**config.mk**
```make
export PLATFORM = sky130hd
export DESIGN_NAME = multi_queue_fifo_lost_count_core
export DESIGN_NICKNAME = d
export VERILOG_FILES = /design/src/design/mqflc_pkg.sv /design/src/design/multi_queue_fifo_lost_count_core.sv
export SDC_FILE = /design/constraint.sdc
export NUM_CORES = 2
export LEC_CHECK = 0
export ABC_AREA = 1
export BUFFER_PORTS_ARGS = -buffer_cell sky130_fd_sc_hd__buf_2
export CORE_ASPECT_RATIO = 0.7
export CORE_UTILIZATION = 45
export DETAILED_ROUTE_END_ITERATION = 10
export GPL_TIMING_DRIVEN = 1
export PLACE_DENSITY_LB_ADDON = 0.3
export SYNTH_ARGS = -nofsm -noshare
export SYNTH_HDL_FRONTEND = slang
export SYNTH_SLANG_ARGS = --single-unit
```
**constraint.sdc**
```tcl
create_clock -name clk -period 6.9 [get_ports clk]
set_input_delay 1.38 -clock clk [delete_from_list [all_inputs] [get_ports clk]]
set_output_delay 1.38 -clock clk [all_outputs]
set_load 0.05 [all_outputs]
```
**src/design/mqflc_pkg.sv**
```systemverilog
package mqflc_pkg;

  localparam int NUM_QUEUES  = 4;
  localparam int QUEUE_DEPTH = 16;

  localparam int CMD_W   = 2;
  localparam int QSEL_W  = 3;
  localparam int DATA_W  = 32;
  localparam int STAT_W  = 2;
  localparam int LOST_W  = 32;

  localparam int QIDX_W  = (NUM_QUEUES > 1) ? $clog2(NUM_QUEUES) : 1;
  localparam int PTR_W   = $clog2(QUEUE_DEPTH);
  localparam int CNT_W   = $clog2(QUEUE_DEPTH + 1);
  localparam int WORDS   = NUM_QUEUES * QUEUE_DEPTH;
  localparam int ADDR_W  = $clog2(WORDS);

  typedef enum logic [CMD_W-1:0] {
    CMD_INIT  = 2'd0,
    CMD_WRITE = 2'd1,
    CMD_READ  = 2'd2
  } cmd_t;

  typedef enum logic [STAT_W-1:0] {
    ST_OK        = 2'd0,
    ST_FULL      = 2'd1,
    ST_EMPTY     = 2'd2,
    ST_BAD_INDEX = 2'd3
  } status_t;

endpackage

```
**src/design/multi_queue_fifo_lost_count_core.sv**
```systemverilog
// Bank of NUM_QUEUES circular word FIFOs, each QUEUE_DEPTH words deep, sharing one word
// memory. Every transaction on the input channel is one command (initialise, write or read)
// for the queue that in_queue_index selects, and produces exactly one result transaction
// carrying a status, the word read and the queue's saturating count of dropped writes.
// One command is accepted per cycle unless a stalled output holds the one before it in the
// input register; each command passes an input register and then a result register, where
// its result is presented. The rate is set by the single port pair of the word memory and
// the per-queue pointer registers, each updated once per cycle. No clearing pass is needed
// after reset.
module multi_queue_fifo_lost_count_core (
  input  logic                         clk,
  input  logic                         rst_n,
  input  logic                         in_valid,
  output logic                         in_ready,
  input  logic [mqflc_pkg::CMD_W-1:0]  in_command,
  input  logic [mqflc_pkg::QSEL_W-1:0] in_queue_index,
  input  logic [mqflc_pkg::DATA_W-1:0] in_write_data,
  output logic                         out_valid,
  input  logic                         out_ready,
  output logic [mqflc_pkg::STAT_W-1:0] out_status,
  output logic [mqflc_pkg::DATA_W-1:0] out_read_data,
  output logic [mqflc_pkg::LOST_W-1:0] out_lost_total
);

  localparam int NQ     = mqflc_pkg::NUM_QUEUES;
  localparam int QIDX_W = mqflc_pkg::QIDX_W;
  localparam int PTR_W  = mqflc_pkg::PTR_W;
  localparam int CNT_W  = mqflc_pkg::CNT_W;
  localparam int ADDR_W = mqflc_pkg::ADDR_W;
  localparam int LOST_W = mqflc_pkg::LOST_W;
  localparam int DATA_W = mqflc_pkg::DATA_W;

  // input stage
  logic                         s1_valid_r;
  logic [mqflc_pkg::CMD_W-1:0]  s1_cmd_r;
  logic [mqflc_pkg::QSEL_W-1:0] s1_qsel_r;
  logic [DATA_W-1:0]            s1_data_r;

  // per-queue state
  logic [PTR_W-1:0]  head_r [NQ];
  logic [PTR_W-1:0]  tail_r [NQ];
  logic [CNT_W-1:0]  fill_r [NQ];
  logic [LOST_W-1:0] lost_r [NQ];

  logic [DATA_W-1:0] mem [mqflc_pkg::WORDS];
  logic [DATA_W-1:0] mem_rdata_r;

  // result stage
  logic                       out_valid_r;
  mqflc_pkg::status_t         status_r;
  logic [LOST_W-1:0]          lost_total_r;
  logic                       rd_ok_r;

  logic                       advance;
  logic                       q_ok;
  logic [QIDX_W-1:0]          sel;
  logic [PTR_W-1:0]           head_nxt;
  logic [PTR_W-1:0]           tail_nxt;
  logic [CNT_W-1:0]           fill_nxt;
  logic [LOST_W-1:0]          lost_nxt;
  mqflc_pkg::status_t         status_nxt;
  logic                       wr_en;
  logic                       rd_ok_nxt;
  logic [ADDR_W-1:0]          wr_addr;
  logic [ADDR_W-1:0]          rd_addr;
  logic [ADDR_W-1:0]          base_addr;

  assign advance  = s1_valid_r && (!out_valid_r || out_ready);
  assign in_ready = !s1_valid_r || advance;

  assign q_ok = ({1'b0, s1_qsel_r} < (mqflc_pkg::QSEL_W + 1)'(NQ));
  assign sel  = s1_qsel_r[QIDX_W-1:0];
  assign base_addr = ADDR_W'(sel) * ADDR_W'(mqflc_pkg::QUEUE_DEPTH);
  assign wr_addr   = base_addr + ADDR_W'(tail_r[sel]);
  assign rd_addr   = base_addr + ADDR_W'(head_r[sel]);

  always_comb begin
    head_nxt   = head_r[sel];
    tail_nxt   = tail_r[sel];
    fill_nxt   = fill_r[sel];
    lost_nxt   = lost_r[sel];
    status_nxt = mqflc_pkg::ST_OK;
    wr_en      = 1'b0;
    rd_ok_nxt  = 1'b0;
    if (!q_ok) begin
      status_nxt = mqflc_pkg::ST_BAD_INDEX;
    end else begin
      case (s1_cmd_r)
        mqflc_pkg::CMD_INIT: begin
          head_nxt = '0;
          tail_nxt = '0;
          fill_nxt = '0;
          lost_nxt = '0;
        end
        mqflc_pkg::CMD_WRITE: begin
          if (fill_r[sel] == CNT_W'(mqflc_pkg::QUEUE_DEPTH)) begin
            status_nxt = mqflc_pkg::ST_FULL;
            if (lost_r[sel] != '1) begin
              lost_nxt = lost_r[sel] + LOST_W'(1);
            end
          end else begin
            wr_en    = 1'b1;
            fill_nxt = fill_r[sel] + CNT_W'(1);
            tail_nxt = (tail_r[sel] == PTR_W'(mqflc_pkg::QUEUE_DEPTH - 1)) ?
                       '0 : tail_r[sel] + PTR_W'(1);
          end
        end
        mqflc_pkg::CMD_READ: begin
          if (fill_r[sel] == '0) begin
            status_nxt = mqflc_pkg::ST_EMPTY;
          end else begin
            rd_ok_nxt = 1'b1;
            fill_nxt  = fill_r[sel] - CNT_W'(1);
            head_nxt  = (head_r[sel] == PTR_W'(mqflc_pkg::QUEUE_DEPTH - 1)) ?
                        '0 : head_r[sel] + PTR_W'(1);
          end
        end
        default: begin
          // unused code: report the counter, change nothing
        end
      endcase
    end
  end

  always_ff @(posedge clk) begin
    if (!rst_n) begin
      s1_valid_r <= 1'b0;
    end else if (in_ready) begin
      s1_valid_r <= in_valid;
    end
    if (in_ready && in_valid) begin
      s1_cmd_r  <= in_command;
      s1_qsel_r <= in_queue_index;
      s1_data_r <= in_write_data;
    end
  end

  always_ff @(posedge clk) begin
    if (!rst_n) begin
      for (int i = 0; i < NQ; i++) begin
        head_r[i] <= '0;
        tail_r[i] <= '0;
        fill_r[i] <= '0;
        lost_r[i] <= '0;
      end
    end else if (advance && q_ok) begin
      head_r[sel] <= head_nxt;
      tail_r[sel] <= tail_nxt;
      fill_r[sel] <= fill_nxt;
      lost_r[sel] <= lost_nxt;
    end
  end

  always_ff @(posedge clk) begin
    if (advance && wr_en) begin
      mem[wr_addr] <= s1_data_r;
    end
    if (advance) begin
      mem_rdata_r <= mem[rd_addr];
    end
  end

  always_ff @(posedge clk) begin
    if (!rst_n) begin
      out_valid_r <= 1'b0;
    end else if (advance) begin
      out_valid_r <= 1'b1;
    end else if (out_ready) begin
      out_valid_r <= 1'b0;
    end
    if (advance) begin
      status_r     <= status_nxt;
      lost_total_r <= q_ok ? lost_nxt : '0;
      rd_ok_r      <= rd_ok_nxt;
    end
  end

  assign out_valid      = out_valid_r;
  assign out_status     = status_r;
  assign out_read_data  = rd_ok_r ? mem_rdata_r : '0;
  assign out_lost_total = lost_total_r;

  for (genvar g = 0; g < NQ; g++) begin : g_fill_chk
    a_fill_bound: assert property (@(posedge clk) disable iff (!rst_n)
      fill_r[g] <= CNT_W'(mqflc_pkg::QUEUE_DEPTH))
      else $error("queue fill count above depth");
  end

  a_full_lost: assert property (@(posedge clk) disable iff (!rst_n)
    out_valid_r && status_r == mqflc_pkg::ST_FULL |-> lost_total_r != '0)
    else $error("dropped write without lost count");

  a_bad_zero: assert property (@(posedge clk) disable iff (!rst_n)
    out_valid_r && status_r == mqflc_pkg::ST_BAD_INDEX |->
      lost_total_r == '0 && !rd_ok_r)
    else $error("bad index result carries data");

  a_rd_ok: assert property (@(posedge clk) disable iff (!rst_n)
    out_valid_r && rd_ok_r |-> status_r == mqflc_pkg::ST_OK)
    else $error("read data with non-ok status");

  a_s1_hold: assert property (@(posedge clk) disable iff (!rst_n)
    s1_valid_r && !advance |=> s1_valid_r && $stable(s1_cmd_r) && $stable(s1_qsel_r)
      && $stable(s1_data_r))
    else $error("stalled command changed in input stage");

endmodule
```
After elaboration in Yosys (flattened, before gate mapping)
Memory sizes are Yosys's and may differ from the RTL's. A register that Yosys moved wholly into a read port is not among the register bits.
Cells that the tools add are included.
Operators by class
  add/sub/neg operators: 7
  magnitude comparators: 1
  eq/ne operators: 6
  multiplexer cells: 48
  reduce and logical (&&, ||, !) cells: 16
Operator list (count)
  $mux 32: 5
  $pmux 32 s2: 1
  $add 32x1->32 const B: 1
  $mux 4: 8
  $ne 32x32->1 const B: 1
  $reduce_or 32->1: 1
  $mux 5: 4
  $mux 2: 9
  $mux 1: 17
  $pmux 4 s2: 2
  $pmux 5 s3: 1
  $add 6x4->6: 2
  $add 4x1->4 const B: 2
  $eq 4x4->1 const B: 2
  $reduce_or 4->1: 2
  $add 5x1->5 const B: 1
  $eq 5x5->1 const B: 1
  $logic_not 5->1: 1
  $reduce_or 5->1: 1
  $sub 5x1->5 const B: 1
  $logic_and 1x1->1: 4
  $pmux 2 s2: 1
  $lt 3x3->1 const B: 1
  $eq 2x1->1 const B: 1
  6 further kinds: 8
Storage, ports and cells
  register bits after elaboration: 74
  memory bits (writable): 2228
  input port bits: 41
  output and inout port bits: 68
  word-level logic and storage cells: 91
  memories kept: 5
Memory list
  mem: words 64, width 32, read ports 1, clocked after memory_dff 1, write ports 1, line multi_queue_fifo_lost_count_core.sv:45  | logic [DATA_W-1:0] mem [mqflc_pkg::WORDS];
  lost_r: words 4, width 32, read ports 1, clocked after memory_dff 1, write ports 4, line multi_queue_fifo_lost_count_core.sv:43  | logic [LOST_W-1:0] lost_r [NQ];
  fill_r: words 4, width 5, read ports 1, clocked after memory_dff 1, write ports 4, line multi_queue_fifo_lost_count_core.sv:42  | logic [CNT_W-1:0] fill_r [NQ];
  head_r: words 4, width 4, read ports 1, clocked after memory_dff 1, write ports 4, line multi_queue_fifo_lost_count_core.sv:40  | logic [PTR_W-1:0] head_r [NQ];
  tail_r: words 4, width 4, read ports 1, clocked after memory_dff 1, write ports 4, line multi_queue_fifo_lost_count_core.sv:41  | logic [PTR_W-1:0] tail_r [NQ];

Depth between registers and ports, before layout
  depth in word-level cells: 9
  mapped depth: 21

Least setup slack after synthesis
OpenSTA, ideal clock, no wires.
  path type: flip-flop to flip-flop
  from: reg (tool-made name)
  to: mem mem[63][0] (enable)
  library setup time: 0.502 ns
  arrival time: 5.236 ns
  slack: 1.163 ns
  stages on the path, launching flop included: 18
  buffers on the path: 5
  clock period less this slack: 5.737 ns
  path through: dfxtp_1 -> buf_6 -> inv_4 -> buf_8 -> buf_6 -> buf_6 -> buf_6 -> nand2_1 -> a32oi_1 -> inv_1 -> ha_1 -> nand3_1 -> clkinv_1 -> nand2_4 -> inv_2 -> nor2_2 -> inv_2 -> nor4_1
RTL lines (line)
  end, declared: multi_queue_fifo_lost_count_core.sv:45

==> results.py <==
metrics = {
    "layout": {
        "area_delta_synth_final_pct": 11.4,
        "drive_gt1_frac": 0.110,
        "fillers": 17899,
        "nets": 7712,
    },
    "power": {
        "power_frac_comb": 0.129,
        "leakage_nw": 34.6,
        "p_seq_frac": 0.502,
        "swShare": 0.270,
        "powerDensity_nw_per_um2": 298,
        "p_switching_mw": 8.51,
        "p_clk_frac": 0.369,
        "ir_drop_v": 0.000234,
        "internal_power_mw": 23.0,
        "p_total_mw": 31.5,
    },
    "detailed_routing": {
        "drt-initial-drc-count": 10680,
        "drc": 0,
        "via_count": 63793,
        "avgViaCountPerCell": 6.01,
        "drt_pass1_iterations": 6,
        "wirelength_um": 294000,
        "wl_per_cell_um": 27.7,
        "drtAntennaViolNets": 0,
    },
    "worst_setup_path": {
        "critPathBufInv": 5,
        "critical_path.max_fanout": 59,
        "crit_path_end_kind": "register",
        "arrival_ns": 6.01,
        "slowest_stage": "nor2_4",
        "critical-path-top-delay-family": "simple AND/OR/NAND/NOR gates",
        "cp-start-kind": "register",
        "critPathRequiredTime_ns": 7.36,
        "max_stage_delay_ns": 0.95,
        "crit_chain": "inv_4, buf_4, nand2_1, nand3_1, nand2_1, nand3_1, clkinv_1, nand2_4, inv_2, nor2_2, inv_2, nor2_8, nand3_2, nor2_4",
        "rrSetupSlack_ns": 1.35,
        "critPathKind": "register to register",
    },
    "timing": {
        "slew_violations": 0,
        "worstMarginPinSlew_ns": 1.29,
        "relSlewSlack": 0.138,
        "rsz0062_at_grt": "no",
        "setup_viol": 0,
        "skew_ns": 0.0820,
        "timing.final.ws_setup_ns": 1.35,
        "worst_hold_slack_ns": 0.480,
        "hold_viol_final": 0,
        "period_share": 0.805,
        "fmax_mhz": 180,
        "setup_tns_ns": 0,
        "period_minus_slack_ns": 5.55,
    },
    "place": {
        "portBuffers": 108,
        "hpwl_um": 174000,
        "dpl_worst_slack_ns": 1.54,
        "gp_congestion": 0.962,
    },
    "job": {
        "maxCapViolCount": 0,
    },
    "grt": {
        "grt_overflow": 0,
        "grt_use_total": 0.273,
        "grt_pass1_wl_um": 418000,
        "grt_max_degree": 183,
        "first_global_vias": 58268,
        "antenna_found_initial": 16,
    },
    "yosys": {
        "synth_enable_flop_cells": 2332,
        "synth_top_area_share": 0.738,
        "synth_area_um2": 94900,
        "synthArstFlopShare": 0,
        "avgSynthCellArea_um2": 12.4,
        "yosysSeqAreaShare": 0.739,
        "synthCells": 7640,
        "synth-seq-cells": 2336,
        "synth_common_cells": "edfxtp_1 (2332), nor2_1 (1351), o21ai_0 (917)",
        "synth_flop_cell": "edfxtp_1",
        "synth_cell_type_count": 46,
        "yosysMostFrequentCell": "edfxtp_1",
        "synth_area_leader_cell": "edfxtp_1",
        "synth.area.top_cells": "edfxtp_1 (74%), nor2_1 (5.3%), o21ai_0 (4.8%)",
        "syn-num-nets": 7690,
        "yosysWarnings": 0,
    },
    "die": {
        "chipHeight_um": 386,
        "rows": 140,
        "start_util": 0.454,
        "die_w_um": 551,
        "io_pins": 109,
        "die-area_um2": 213000,
        "coreArea_um2": 209000,
    },
    "clock_tree": {
        "cts_resized": 0,
        "cts_setup_buffers": 0,
        "cts_tree": "done",
        "cts.sink_count": 2336,
        "clockRootBuffer": "clkbuf_16",
        "clock_latency_ns": 0.89,
        "clockBufferDepth": 4,
        "cts_hold_repair.buffers": 0,
        "htreeDepth": 4,
        "cts_made_buffers": 220,
        "path_clk_slew_ns": 0.06,
    },
    "min_path": {
        "hp-class": "register to register",
    },
    "run_status": {
        "status": "finished clean",
    },
}
cells in the final DEF, fill, tap and decap left out, drive strengths merged:
cell	count
clkbuf	278
o22ai	257
a22oi	2
bufinv	14
o211ai	261
o221ai	1
a221oi	1
a32oi	4
dfxtp	4
nand4	54
nand3	573
o21ai	928
o31ai	1
and2	1
buf	288
inv	158
nand2	892
clkinvlp	4
nor4	3
xnor2	1
xor2	4
nor3b	1
or2	128
ha	9
clkinv	100
a21oi	150
nor3	14
o2111ai	1
diode	3
edfxtp	2332
nor2	1370
cells by family (layout without fill, tap and decap cells):
family / Yosys count / in the layout / synth area share
compound gates: 1606 / 1606 / 0.0956
fa+ha+maj: 9 / 9 / 0.00119
flops: 2336 / 2336 / 0.739
simple gates: 3036 / 3036 / 0.135
xor+xnor: 5 / 5 / 0.000462
buf+inv: 648 / 842 / 0.0286
other cells: 0 / 3 / 0
per-stage QoR:
stage	cells	util	area, um^2
CTS	10603	0.506	106000
global placement	10209	0.474	99100
detailed placement	10209	0.474	99100
floorplan	7640	-	94900
finish	10606	0.506	106000
global route	10603	0.506	106000
worst register-to-register path, cell delays in order, from the launching register on:
cell and delay, ns:
dfxtp_2 0.47, inv_4 0.36, buf_4 0.66, nand2_1 0.12, nand3_1 0.14, nand2_1 0.19
nand3_1 0.23, clkinv_1 0.15, nand2_4 0.25, inv_2 0.25, nor2_2 0.22, inv_2 0.12
nor2_8 0.45, nand3_2 0.54, nor2_4 0.96
routing by layer:
metal | up-vias | part of all wire | global-route usage
met1 | 31410 | 0.40 | 0.404
li1 | 27843 | - | -
met3 | 502 | 0.15 | 0.0862
met5 | - | 0.000044 | 0
met4 | 2 | 0.033 | 0.0839
met2 | 4036 | 0.41 | 0.381
power groups by stage:
stage | sequential [mW] | combinational, mW | clock [mW]
2_1_floorplan | 16.2 | 2.14 | 0
3_3_place_gp | 16.1 | 3.89 | 0
3_5_place_dp | 16.1 | 3.93 | 0
4_1_cts | 15.8 | 3.94 | 11.7
5_1_grt | 15.8 | 4.29 | 12.2
6_report | 15.8 | 4.06 | 11.6
cell type report:
class	instances	area (um^2)	share of cell area
Clock inverter	116	941	0.00890
Multi-Input combinational cell	4656	22600	0.214
Timing Repair Buffer	288	2220	0.0210
Antenna cell	3	7.51	0.0000710
Sequential cell	2336	70100	0.663
Inverter	160	629	0.00595
Tap cell	2769	3460	0.0328
Clock buffer	278	5720	0.0541
flip-flops by register name (all words and copies together) (netlist names), named ones only:
signal          cells
fill_r             20
head_r             16
lost_r            128
mem              2048
mem_rdata_r        32
out_lost_total     32
out_status          2
out_valid           1
rd_ok_r             1
s1_cmd_r            2
s1_data_r          32
s1_qsel_r           3
s1_valid_r          1
tail_r             16
worst paths after layout:
kind                 start    endpoint  cells after the start
max reg2reg       register  mem[5][28]                     14
min          s1_data_r[19]  mem[7][19]                      0
max               register  mem[5][28]                     14
min reg2reg  s1_data_r[19]  mem[7][19]                      0
Power figures use the tool's default switching activity.
